`config.mk`:
```
export PLATFORM = sky130hd
export DESIGN_NAME = fps_engine
export DESIGN_NICKNAME = d
export VERILOG_FILES = /design/src/fps_pkg.sv /design/src/fps_engine.sv
export SDC_FILE = /design/constraint.sdc
export NUM_CORES = 1
export LEC_CHECK = 0
export BUFFER_PORTS_ARGS = -buffer_cell sky130_fd_sc_hd__buf_2
export CORE_MARGIN = 5
export CORE_UTILIZATION = 50
export CTS_BUF_LIST = sky130_fd_sc_hd__clkbuf_2 sky130_fd_sc_hd__clkbuf_4 sky130_fd_sc_hd__clkbuf_8
export CTS_CLUSTER_SIZE = 10
export DETAILED_ROUTE_END_ITERATION = 7
export GPL_TIMING_DRIVEN = 0
export PLACE_DENSITY = 0.83
export SYNTH_ARGS = -nofsm -noshare
export SYNTH_HDL_FRONTEND = slang
export SYNTH_SLANG_ARGS = --single-unit
export TNS_END_PERCENT = 50
```
`constraint.sdc`:
```
create_clock -name aclk -period 4 [get_ports aclk]
set_input_delay 0.8 -clock aclk [delete_from_list [all_inputs] [get_ports aclk]]
set_output_delay 0.8 -clock aclk [all_outputs]
set_load 0.01 [all_outputs]
```
`src/fps_pkg.sv`:
```
// ---------------------------------------------------------------------------
// fps_pkg
// Shared sizes, codes and types for the Fenwick prefix-sum tree.
// ---------------------------------------------------------------------------
package fps_pkg;

    // Number of counters held by the tree
    localparam int SIZE   = 8192;
    // Address of one tree node in the store (node k lives at k-1)
    localparam int ADDR_W = (SIZE > 1) ? $clog2(SIZE) : 1;
    // Node index; wide enough for SIZE and for one step past it
    localparam int NODE_W = $clog2(SIZE) + 2;
    // Fixed field widths
    localparam int POS_W  = 14;
    localparam int DATA_W = 32;

    // Item kind codes
    localparam logic KIND_ADD   = 1'b0;
    localparam logic KIND_QUERY = 1'b1;

    // Sequencer states
    typedef enum logic [1:0] {
        ST_CLEAR,
        ST_IDLE,
        ST_WALK
    } fps_state_t;

    // Request from the sequencer to the node store
    typedef struct packed {
        logic              wr_en;
        logic [ADDR_W-1:0] wr_addr;
        logic [DATA_W-1:0] wr_data;
        logic              rd_en;
        logic [ADDR_W-1:0] rd_addr;
    } fps_ram_req_t;

endpackage

```
`src/fps_engine.sv`:
```
// ---------------------------------------------------------------------------
// fps_engine
// Tree walk sequencer: clears the node store after reset, then walks the
// nodes of each item, one read issued per cycle, with the write-back or
// accumulation of the previous node in the same cycle.
// ---------------------------------------------------------------------------
module fps_engine
    import fps_pkg::*;
(
    input  logic                aclk,
    input  logic                aresetn,
    // item input
    input  logic                s_valid,
    output logic                s_ready,
    input  logic                s_kind,
    input  logic [POS_W-1:0]    s_position,
    input  logic [DATA_W-1:0]   s_delta,
    // query result towards the output stage
    output logic                res_valid,
    input  logic                res_ready,
    output logic [DATA_W-1:0]   res_sum,
    // node store
    output fps_ram_req_t        ram_req,
    input  logic [DATA_W-1:0]   ram_rd_data
);

    fps_state_t          state_reg, state_next;
    logic [ADDR_W-1:0]   clr_cnt_reg, clr_cnt_next;
    logic                kind_reg, kind_next;
    logic [DATA_W-1:0]   delta_reg, delta_next;
    logic [NODE_W-1:0]   node_reg, node_next;
    logic [DATA_W-1:0]   acc_reg, acc_next;
    logic                rd_pend_reg, rd_pend_next;
    logic [ADDR_W-1:0]   rd_addr_reg, rd_addr_next;

    logic                issue;
    logic                walk_empty;
    logic                walk_done;
    logic [NODE_W-1:0]   low_bit;
    logic [NODE_W-1:0]   node_step;
    logic [NODE_W-1:0]   start_node;
    logic [31:0]         pos_ext;

    // Walk bookkeeping
    assign issue      = (node_reg != '0) && ({{(32-NODE_W){1'b0}}, node_reg} <= 32'(SIZE));
    assign walk_empty = !issue && !rd_pend_reg;
    assign walk_done  = walk_empty && ((kind_reg == KIND_ADD) || res_ready);
    assign low_bit    = node_reg & (~node_reg + 1'b1);
    assign node_step  = (kind_reg == KIND_ADD) ? (node_reg + low_bit)
                                               : (node_reg & (node_reg - 1'b1));

    // First node of a new item; an add out of range walks nothing
    assign pos_ext = {{(32-POS_W){1'b0}}, s_position};
    always_comb begin
        if (s_kind == KIND_ADD) begin
            start_node = (pos_ext < 32'(SIZE)) ? NODE_W'(pos_ext + 32'd1) : '0;
        end else begin
            start_node = (pos_ext > 32'(SIZE)) ? NODE_W'(SIZE) : NODE_W'(pos_ext);
        end
    end

    // Next state
    always_comb begin
        state_next = state_reg;
        case (state_reg)
            ST_CLEAR: begin
                if (clr_cnt_reg == ADDR_W'(SIZE - 1)) begin
                    state_next = ST_IDLE;
                end
            end
            ST_IDLE: begin
                if (s_valid) begin
                    state_next = ST_WALK;
                end
            end
            ST_WALK: begin
                if (walk_done) begin
                    state_next = ST_IDLE;
                end
            end
            default: state_next = ST_CLEAR;
        endcase
    end

    // Outputs
    always_comb begin
        s_ready         = 1'b0;
        res_valid       = 1'b0;
        ram_req.wr_en   = 1'b0;
        ram_req.wr_addr = rd_addr_reg;
        ram_req.wr_data = ram_rd_data + delta_reg;
        ram_req.rd_en   = 1'b0;
        ram_req.rd_addr = ADDR_W'(node_reg - 1'b1);
        case (state_reg)
            ST_CLEAR: begin
                ram_req.wr_en   = 1'b1;
                ram_req.wr_addr = clr_cnt_reg;
                ram_req.wr_data = '0;
            end
            ST_IDLE: begin
                s_ready = 1'b1;
            end
            ST_WALK: begin
                ram_req.rd_en = issue;
                ram_req.wr_en = rd_pend_reg && (kind_reg == KIND_ADD);
                res_valid     = walk_empty && (kind_reg == KIND_QUERY);
            end
            default: begin
                s_ready = 1'b0;
            end
        endcase
    end

    assign res_sum = acc_reg;

    // Datapath next values
    always_comb begin
        clr_cnt_next = clr_cnt_reg;
        kind_next    = kind_reg;
        delta_next   = delta_reg;
        node_next    = node_reg;
        acc_next     = acc_reg;
        rd_pend_next = 1'b0;
        rd_addr_next = rd_addr_reg;
        case (state_reg)
            ST_CLEAR: begin
                clr_cnt_next = clr_cnt_reg + 1'b1;
            end
            ST_IDLE: begin
                if (s_valid) begin
                    kind_next  = s_kind;
                    delta_next = s_delta;
                    node_next  = start_node;
                    acc_next   = '0;
                end
            end
            ST_WALK: begin
                rd_pend_next = issue;
                if (issue) begin
                    node_next    = node_step;
                    rd_addr_next = ram_req.rd_addr;
                end
                if (rd_pend_reg && (kind_reg == KIND_QUERY)) begin
                    acc_next = acc_reg + ram_rd_data;
                end
            end
            default: begin
                clr_cnt_next = '0;
            end
        endcase
    end

    // Registers
    always_ff @(posedge aclk) begin
        if (!aresetn) begin
            state_reg   <= ST_CLEAR;
            clr_cnt_reg <= '0;
            rd_pend_reg <= 1'b0;
        end else begin
            state_reg   <= state_next;
            clr_cnt_reg <= clr_cnt_next;
            rd_pend_reg <= rd_pend_next;
        end
    end

    always_ff @(posedge aclk) begin
        kind_reg    <= kind_next;
        delta_reg   <= delta_next;
        node_reg    <= node_next;
        acc_reg     <= acc_next;
        rd_addr_reg <= rd_addr_next;
    end

    // A write-back never lands on the entry being read in the same cycle
    a_no_rw_collision: assert property (@(posedge aclk) disable iff (!aresetn)
        (ram_req.wr_en && ram_req.rd_en) |-> (ram_req.wr_addr != ram_req.rd_addr))
        else $error("fps_engine: write and read hit the same node");

    // Read data is consumed only in the cycle after a read was issued
    a_pend_follows_read: assert property (@(posedge aclk) disable iff (!aresetn)
        rd_pend_reg |-> $past(ram_req.rd_en))
        else $error("fps_engine: pending read without a read issued");

    // A new item may enter only once the previous walk has fully drained
    a_idle_drained: assert property (@(posedge aclk) disable iff (!aresetn)
        (s_valid && s_ready) |-> (!rd_pend_reg && !ram_req.wr_en))
        else $error("fps_engine: item accepted with node traffic in flight");

    // Every returned read of an add is written back
    a_add_writeback: assert property (@(posedge aclk) disable iff (!aresetn)
        (rd_pend_reg && (kind_reg == KIND_ADD)) |-> ram_req.wr_en)
        else $error("fps_engine: add read without write-back");

endmodule
```
==> impl_metrics.py, run 1 <==
metrics = {
    "clock_tree": {
        "hold_buffers": 0,
        "cts_buffers": 9,
        "clkTransAtPathRegs_ns": 0.11,
        "cts.sinks": 109,
        "clk_path_buf_depth": 2,
        "htree_levels": 3,
        "clock-root-buffer": "clkbuf_8",
        "tritoncts": "built",
        "clock_latency_ns": 0.41,
    },
    "job": {
        "drv_cap": 0,
    },
    "synth": {
        "synth_commonest_cells": "93 x edfxtp_1, 85 x ha_1, 84 x a21oi_1, 82 x nor2_1, 73 x nand2_1",
        "yosys_most_used_dff": "edfxtp_1",
        "syn_area_um2": 9150,
        "synth_edf_count": 93,
        "yosysTopAreaCell": "edfxtp_1",
        "avgSynthCellArea_um2": 9.16,
        "ys_seq_area_share_pct": 34.0,
        "postSynthCellCount": 998,
        "yosysTopAreaCellShare_pct": 30.5,
        "yosys_warnings": 0,
        "synth_area_leaders": "edfxtp_1 31%, ha_1 12%, a21oi_1 4.6%",
        "ys_types": 92,
        "async_flop_share_pct": 0,
        "synth_nets": 1168,
        "ys_seq_elements": 109,
        "yosysMostFrequentCell": "edfxtp_1",
    },
    "detailed_routing": {
        "wl_per_cell_um": 18.6,
        "route.detailed.drc": 0,
        "ant_nets": 0,
        "wirelength_um": 26600,
        "firstDrtPassIters": 5,
        "via_count": 8630,
        "viasPerCell": 6.04,
        "drt_iter0_drc": 689,
    },
    "sta": {
        "worst_slack_ns": 0.0132,
        "relSlewSlack_pct": 38.9,
        "hold_viol": 0,
        "fmax_mhz": 251,
        "layout_min_cycle_time_ns": 3.99,
        "period_share_pct": 99.7,
        "setup_viol": 0,
        "setup_tns_ns": 0,
        "rsz0062_at_grt": "true",
        "slew_violations": 0,
        "whs_ns": 0.511,
        "tightest_slew_ns": 0.916,
        "skew_ns": 0.0203,
    },
    "setup_path": {
        "rr_worst_depth": 10,
        "reg2reg_from": "res_sum[0]$_SDFFCE_PN0P_",
        "worst-path-buf-inv": 2,
        "crit_family": "compound AO/OA/AOI/OAI gates",
        "cp_max_fo": 4,
        "crit_chain": "buf_2 > ha_1 > o21ai_1 > o21ai_2 > nand2_2 > o211ai_4 > a2111oi_4 > o211a_1 > or4_1 > nand3_1 > buf_2",
        "start_kind": "input port",
        "critPathSlowestCell": "or4_1",
        "max_stage_delay_ns": 0.53,
        "cp-end-kind": "output pin",
        "arrival_ns": 3.19,
        "r2r_end": "res_sum[30]$_SDFFCE_PN0P_",
        "cp.required_ns": 3.20,
        "worstSetupPathType": "in -> out",
        "rrSetupSlack_ns": 0.75,
        "cpMostUsedCell": "buf_2",
    },
    "power": {
        "power_frac_seq_pct": 31.2,
        "powerDensity_nw_per_um2": 496,
        "p_int_uw": 3020,
        "swShare_pct": 44.1,
        "leakage_uw": 0.00460,
        "pwr-share-comb_pct": 54.9,
        "p_sw_uw": 2390,
        "clock_power_share_pct": 14.0,
        "peakVddDrop_uv": 332,
    },
    "floorplan": {
        "num_io_pins": 177,
        "core-area_um2": 18000,
        "die_area_um2": 21100,
        "start_util_pct": 50.9,
        "die_x_um": 145,
        "fp-row-count": 49,
        "die_h_um": 145,
    },
    "placed_design": {
        "place_congestion": 0.957,
        "dp_worst_setup_slack_ns": -0.238,
        "portBuffers": 176,
        "hpwl_um": 20000,
        "dp.cells": 1405,
    },
    "final_layout": {
        "final_cells": 1429,
        "nFillCells": 1519,
        "nets": 1365,
        "drive_gt1_share_pct": 26.1,
        "final_util_pct": 60.7,
        "antenna_cells": 0,
        "syn_to_final_growth_pct": 19.1,
    },
    "grt": {
        "grt_max_degree": 34,
        "grt_pass1_vias": 8284,
        "grt_overflow": 0,
        "antenna_found_initial": 0,
        "grt_pass1_wl_um": 41300,
        "grt_usage_pct": 23.4,
    },
    "hold_path": {
        "min_to": "clr_cnt_reg[7]$_SDFFE_PN0N_",
        "hold_class": "reg -> reg",
        "holdCritStartpoint": "clr_cnt_reg[7]$_SDFFE_PN0N_",
        "hold_path_depth": 2,
    },
    "outcome": {
        "outcome": "finished, final reports clean",
    },
}
-- how the worst max path moves through the flow --
stage                              start                         to  slack [ns]  depth (start not counted)
2_1_floorplan             ram_rd_data[0]                ram_req[28]        0.35                         11
3_3_place_gp   state_reg[0]$_SDFFE_PN0P_  res_sum[27]$_SDFFCE_PN0P_       -0.60                          5
3_5_place_dp              ram_rd_data[0]                ram_req[42]       -0.24                         13
4_1_cts                   ram_rd_data[0]                ram_req[28]       -0.02                         13
5_1_grt                  ram_rd_data[13]                ram_req[36]       -0.05                         11
6_report                  ram_rd_data[3]                ram_req[45]        0.01                         11
-- routing by layer --
metal	wire length (um)	vias up	global-route usage, %
met5	0	-	0
met4	836	0	9.14
met3	2260	68	4.08
met2	12700	413	39.4
met1	10700	4030	30.0
li1	-	4119	-
-- power groups by stage --
| stage | clock (uW) | combinational (uW) | sequential [uW] |
|---|---|---|---|
| floorplan | 0 | 1900 | 1720 |
| global placement | 0 | 2760 | 1720 |
| detailed placement | 0 | 2860 | 1710 |
| CTS | 764 | 2890 | 1680 |
| global route | 806 | 3240 | 1710 |
| finish | 757 | 2970 | 1690 |
-- layout by cell type (no fill, tap or decap), types with 25 or more instances in the layout --
cell type | netlist | layout
ha_1 | 85 | 74
inv_1 | 46 | 45
edfxtp_1 | 93 | 93
and2_1 | 35 | 32
nand2_1 | 73 | 70
a21o_1 | 29 | 29
nor2_1 | 82 | 81
xnor2_1 | 31 | 31
o21ai_0 | 54 | 54
nand3_1 | 26 | 25
a21oi_1 | 84 | 76
buf_2 | 2 | 176
-- metrics by stage --
step,total power [uW],cell area (um^2)
after CTS,5340,10700
final,5410,10900
after global placement,4480,10300
after floorplan,3630,9150
after global routing,5760,10900
after detailed placement,4560,10400
-- cell families after synthesis --
| logic type | synth area share [%] |
|---|---|
| and+or+nand+nor | 19.5 |
| AOI/OAI and AO/OA | 22.4 |
| DFF | 34.0 |
| adders and majority gates | 12.1 |
| buffers and inverters | 3.99 |
| xor gates and xnor gates | 5.27 |
| muxes | 2.67 |
-- worst min-delay path: cells and delay by family (launching register included) --
family / cells / cell delay [ns]
AO/OA/AOI/OAI: 2 / 0.13
flip-flops: 1 / 0.34
-- cell type report --
cell class / count / area (um^2) / share of cell area, %
Multi-Input combinational cell: 809 / 5940 / 54.5
Sequential cell: 109 / 3110 / 28.6
Timing Repair Buffer: 186 / 981 / 9.00
Tap cell: 229 / 287 / 2.63
Buffer: 33 / 189 / 1.73
Inverter: 47 / 176 / 1.62
Clock buffer: 10 / 138 / 1.26
Clock inverter: 6 / 73.8 / 0.678
-- what timing repair did --
action                                  in CTS  in global routing
buffers inserted                             4                  4
gates cloned                                 0                  0
endpoints found under the setup margin      10                 14
gates resized for setup                     16                 40
pin swaps                                    6                 16
Note: power is estimated with default switching activity, not from simulation.
==> run 2, diff against run 1 <==
--- a/config.mk
+++ b/config.mk
@@ -12,7 +12,8 @@
 export CTS_CLUSTER_SIZE = 10
 export DETAILED_ROUTE_END_ITERATION = 7
 export GPL_TIMING_DRIVEN = 0
-export PLACE_DENSITY = 0.83
+export PLACE_DENSITY_LB_ADDON = 0.25
+export SETUP_SLACK_MARGIN = 0.3
 export SYNTH_ARGS = -nofsm -noshare
 export SYNTH_HDL_FRONTEND = slang
 export SYNTH_SLANG_ARGS = --single-unit
==> run 2 against run 1 <==
Net effect: critical path type unchanged; clock skew shrank 0.012 ns; global-route usage shrank 0.23 points; the flow now finishes with violations (setup timing); highest routed layer unchanged; clock-buffer cell count shrank 1.
==> impl_metrics.py, run 2 (same netlist as run 1, synthesis figures left out) <==
metrics = {
    "final_layout": {
        "antenna_cells": 0,
        "final_util_pct": 62.6,
        "drive_gt1_share_pct": 28.3,
        "nets": 1380,
        "final_cell_mix": "173 x buf_2, 93 x edfxtp_1, 81 x nor2_1",
        "final_common_cell": "buf_2",
        "syn_to_final_growth_pct": 23.0,
        "final_cells": 1444,
    },
    "floorplan": {
        "die_area_um2": 21100,
        "fp-row-count": 49,
        "die_x_um": 145,
        "start_util_pct": 50.9,
        "die_h_um": 145,
        "num_io_pins": 177,
        "core-area_um2": 18000,
    },
    "detailed_routing": {
        "ant_nets": 0,
        "drt_iter0_drc": 690,
        "route.detailed.drc": 0,
        "firstDrtPassIters": 6,
        "wl_per_cell_um": 18.3,
        "viasPerCell": 5.92,
        "wirelength_um": 26400,
        "via_count": 8552,
    },
    "grt": {
        "grt_pass1_wl_um": 40800,
        "grt_max_degree": 34,
        "grt_usage_pct": 23.2,
        "antenna_found_initial": 0,
        "grt_overflow": 0,
        "grt_pass1_vias": 8020,
    },
    "outcome": {
        "outcome": "finished, violations left",
        "violations": "setup timing",
    },
    "setup_path": {
        "arrival_ns": 3.20,
        "cp-startpoint": "ram_rd_data[11]",
        "cp-end-kind": "output pin",
        "reg2reg_from": "res_sum[0]$_SDFFCE_PN0P_",
        "worstSetupPathType": "in -> out",
        "cp_max_fo": 4,
        "cp.required_ns": 3.20,
        "critPathCapture": "ram_req[42]",
        "start_kind": "input port",
        "rr_worst_depth": 10,
        "r2r_end": "res_sum[22]$_SDFFCE_PN0P_",
        "rrSetupSlack_ns": 0.78,
    },
    "sta": {
        "relSlewSlack_pct": 38.5,
        "slew_violations": 0,
        "worst_slack_ns": -0.00483,
        "hold_viol": 0,
        "tightest_slew_ns": 0.923,
        "setup_viol": 1,
        "layout_min_cycle_time_ns": 4.00,
        "skew_ns": 0.00868,
        "fmax_mhz": 250,
        "period_share_pct": 100,
        "rsz0062_at_grt": "true",
    },
    "clock_tree": {
        "clock_latency_ns": 0.41,
        "tritoncts": "built",
        "htree_levels": 3,
        "clock-root-buffer": "clkbuf_8",
        "hold_buffers": 0,
        "cts.sinks": 109,
        "clkTransAtPathRegs_ns": 0.12,
        "cts_buffers": 9,
        "clk_path_buf_depth": 2,
    },
    "power": {
        "leakage_uw": 0.00470,
        "peakVddDrop_uv": 340,
        "powerDensity_nw_per_um2": 490,
    },
    "job": {
        "drv_cap": 0,
    },
    "placed_design": {
        "portBuffers": 176,
        "place_congestion": 0.912,
        "hpwl_um": 19700,
        "dp_worst_setup_slack_ns": -0.249,
        "dp.cells": 1404,
    },
    "hold_path": {
        "hold_class": "reg -> reg",
    },
}
-- run 2: worst min path at each step --
stage / slack [ns] / to / start / cells after the start
after floorplan: 0.46 / clr_cnt_reg[6]$_SDFFE_PN0N_ / clr_cnt_reg[6]$_SDFFE_PN0N_ / 2
after global placement: 0.48 / clr_cnt_reg[5]$_SDFFE_PN0N_ / clr_cnt_reg[5]$_SDFFE_PN0N_ / 2
after detailed placement: 0.49 / clr_cnt_reg[5]$_SDFFE_PN0N_ / clr_cnt_reg[5]$_SDFFE_PN0N_ / 2
after CTS: 0.52 / clr_cnt_reg[6]$_SDFFE_PN0N_ / clr_cnt_reg[6]$_SDFFE_PN0N_ / 2
after global routing: 0.54 / delta_reg[0]$_DFFE_PP_ / s_delta[0] / 1
final: 0.51 / clr_cnt_reg[6]$_SDFFE_PN0N_ / clr_cnt_reg[6]$_SDFFE_PN0N_ / 2
-- run 2: area by class of cell --
type | instances | area, um^2
fillers | 1513 | 6720
multi-input cells | 809 | 6130
flip-flops and latches | 109 | 3110
repair buffers | 201 | 1120
well taps | 229 | 287
plain buffers | 33 | 190
inverters | 47 | 179
clock buffers | 9 | 124
clock inverters | 7 | 97.6
-- run 2: worst max-delay path, stage by stage --
cell,delay [ns]
buf_2,0.13
ha_1,0.36
and2_1,0.24
and4_1,0.25
a32o_1,0.31
o21ai_4,0.25
nand3_2,0.15
a211oi_2,0.26
mux2_4,0.34
buf_6,0.12
-- run 2: through the flow --
step                area, um^2  setup TNS (ns)  power (uW)  hold WS, ns
floorplan                 9150               0        3630        0.458
global placement         10300          -17.59        4500        0.479
detailed placement       10300           -1.14        4560        0.493
CTS                      10900               0        5400        0.517
global route             11200          -0.349        5870        0.536
finish                   11200        -0.00483        5510        0.515
-- run 2: per-layer routing --
metal	share of wire, %	global-route usage (%)	up-vias
li1	-	-	4141
met1	42	31.0	4038
met2	49	38.8	343
met3	7.1	4.68	30
met4	1.7	5.50	0
met5	0	0	-
-- run 2: power by group --
part	internal, uW	switching, uW	leakage [uW]
clock network	313	462	0.000113
logic	1240	1810	0.00360
registers	1520	158	0.000988
total	3080	2430	0.00470
-- run 2: timing repair --
item,4_1_cts,5_1_grt
pin swaps,26,24
setup endpoints to repair,17,24
gates cloned,0,0
setup buffers,10,14
gates resized for setup,50,43
endpoints found under the hold margin,0,0
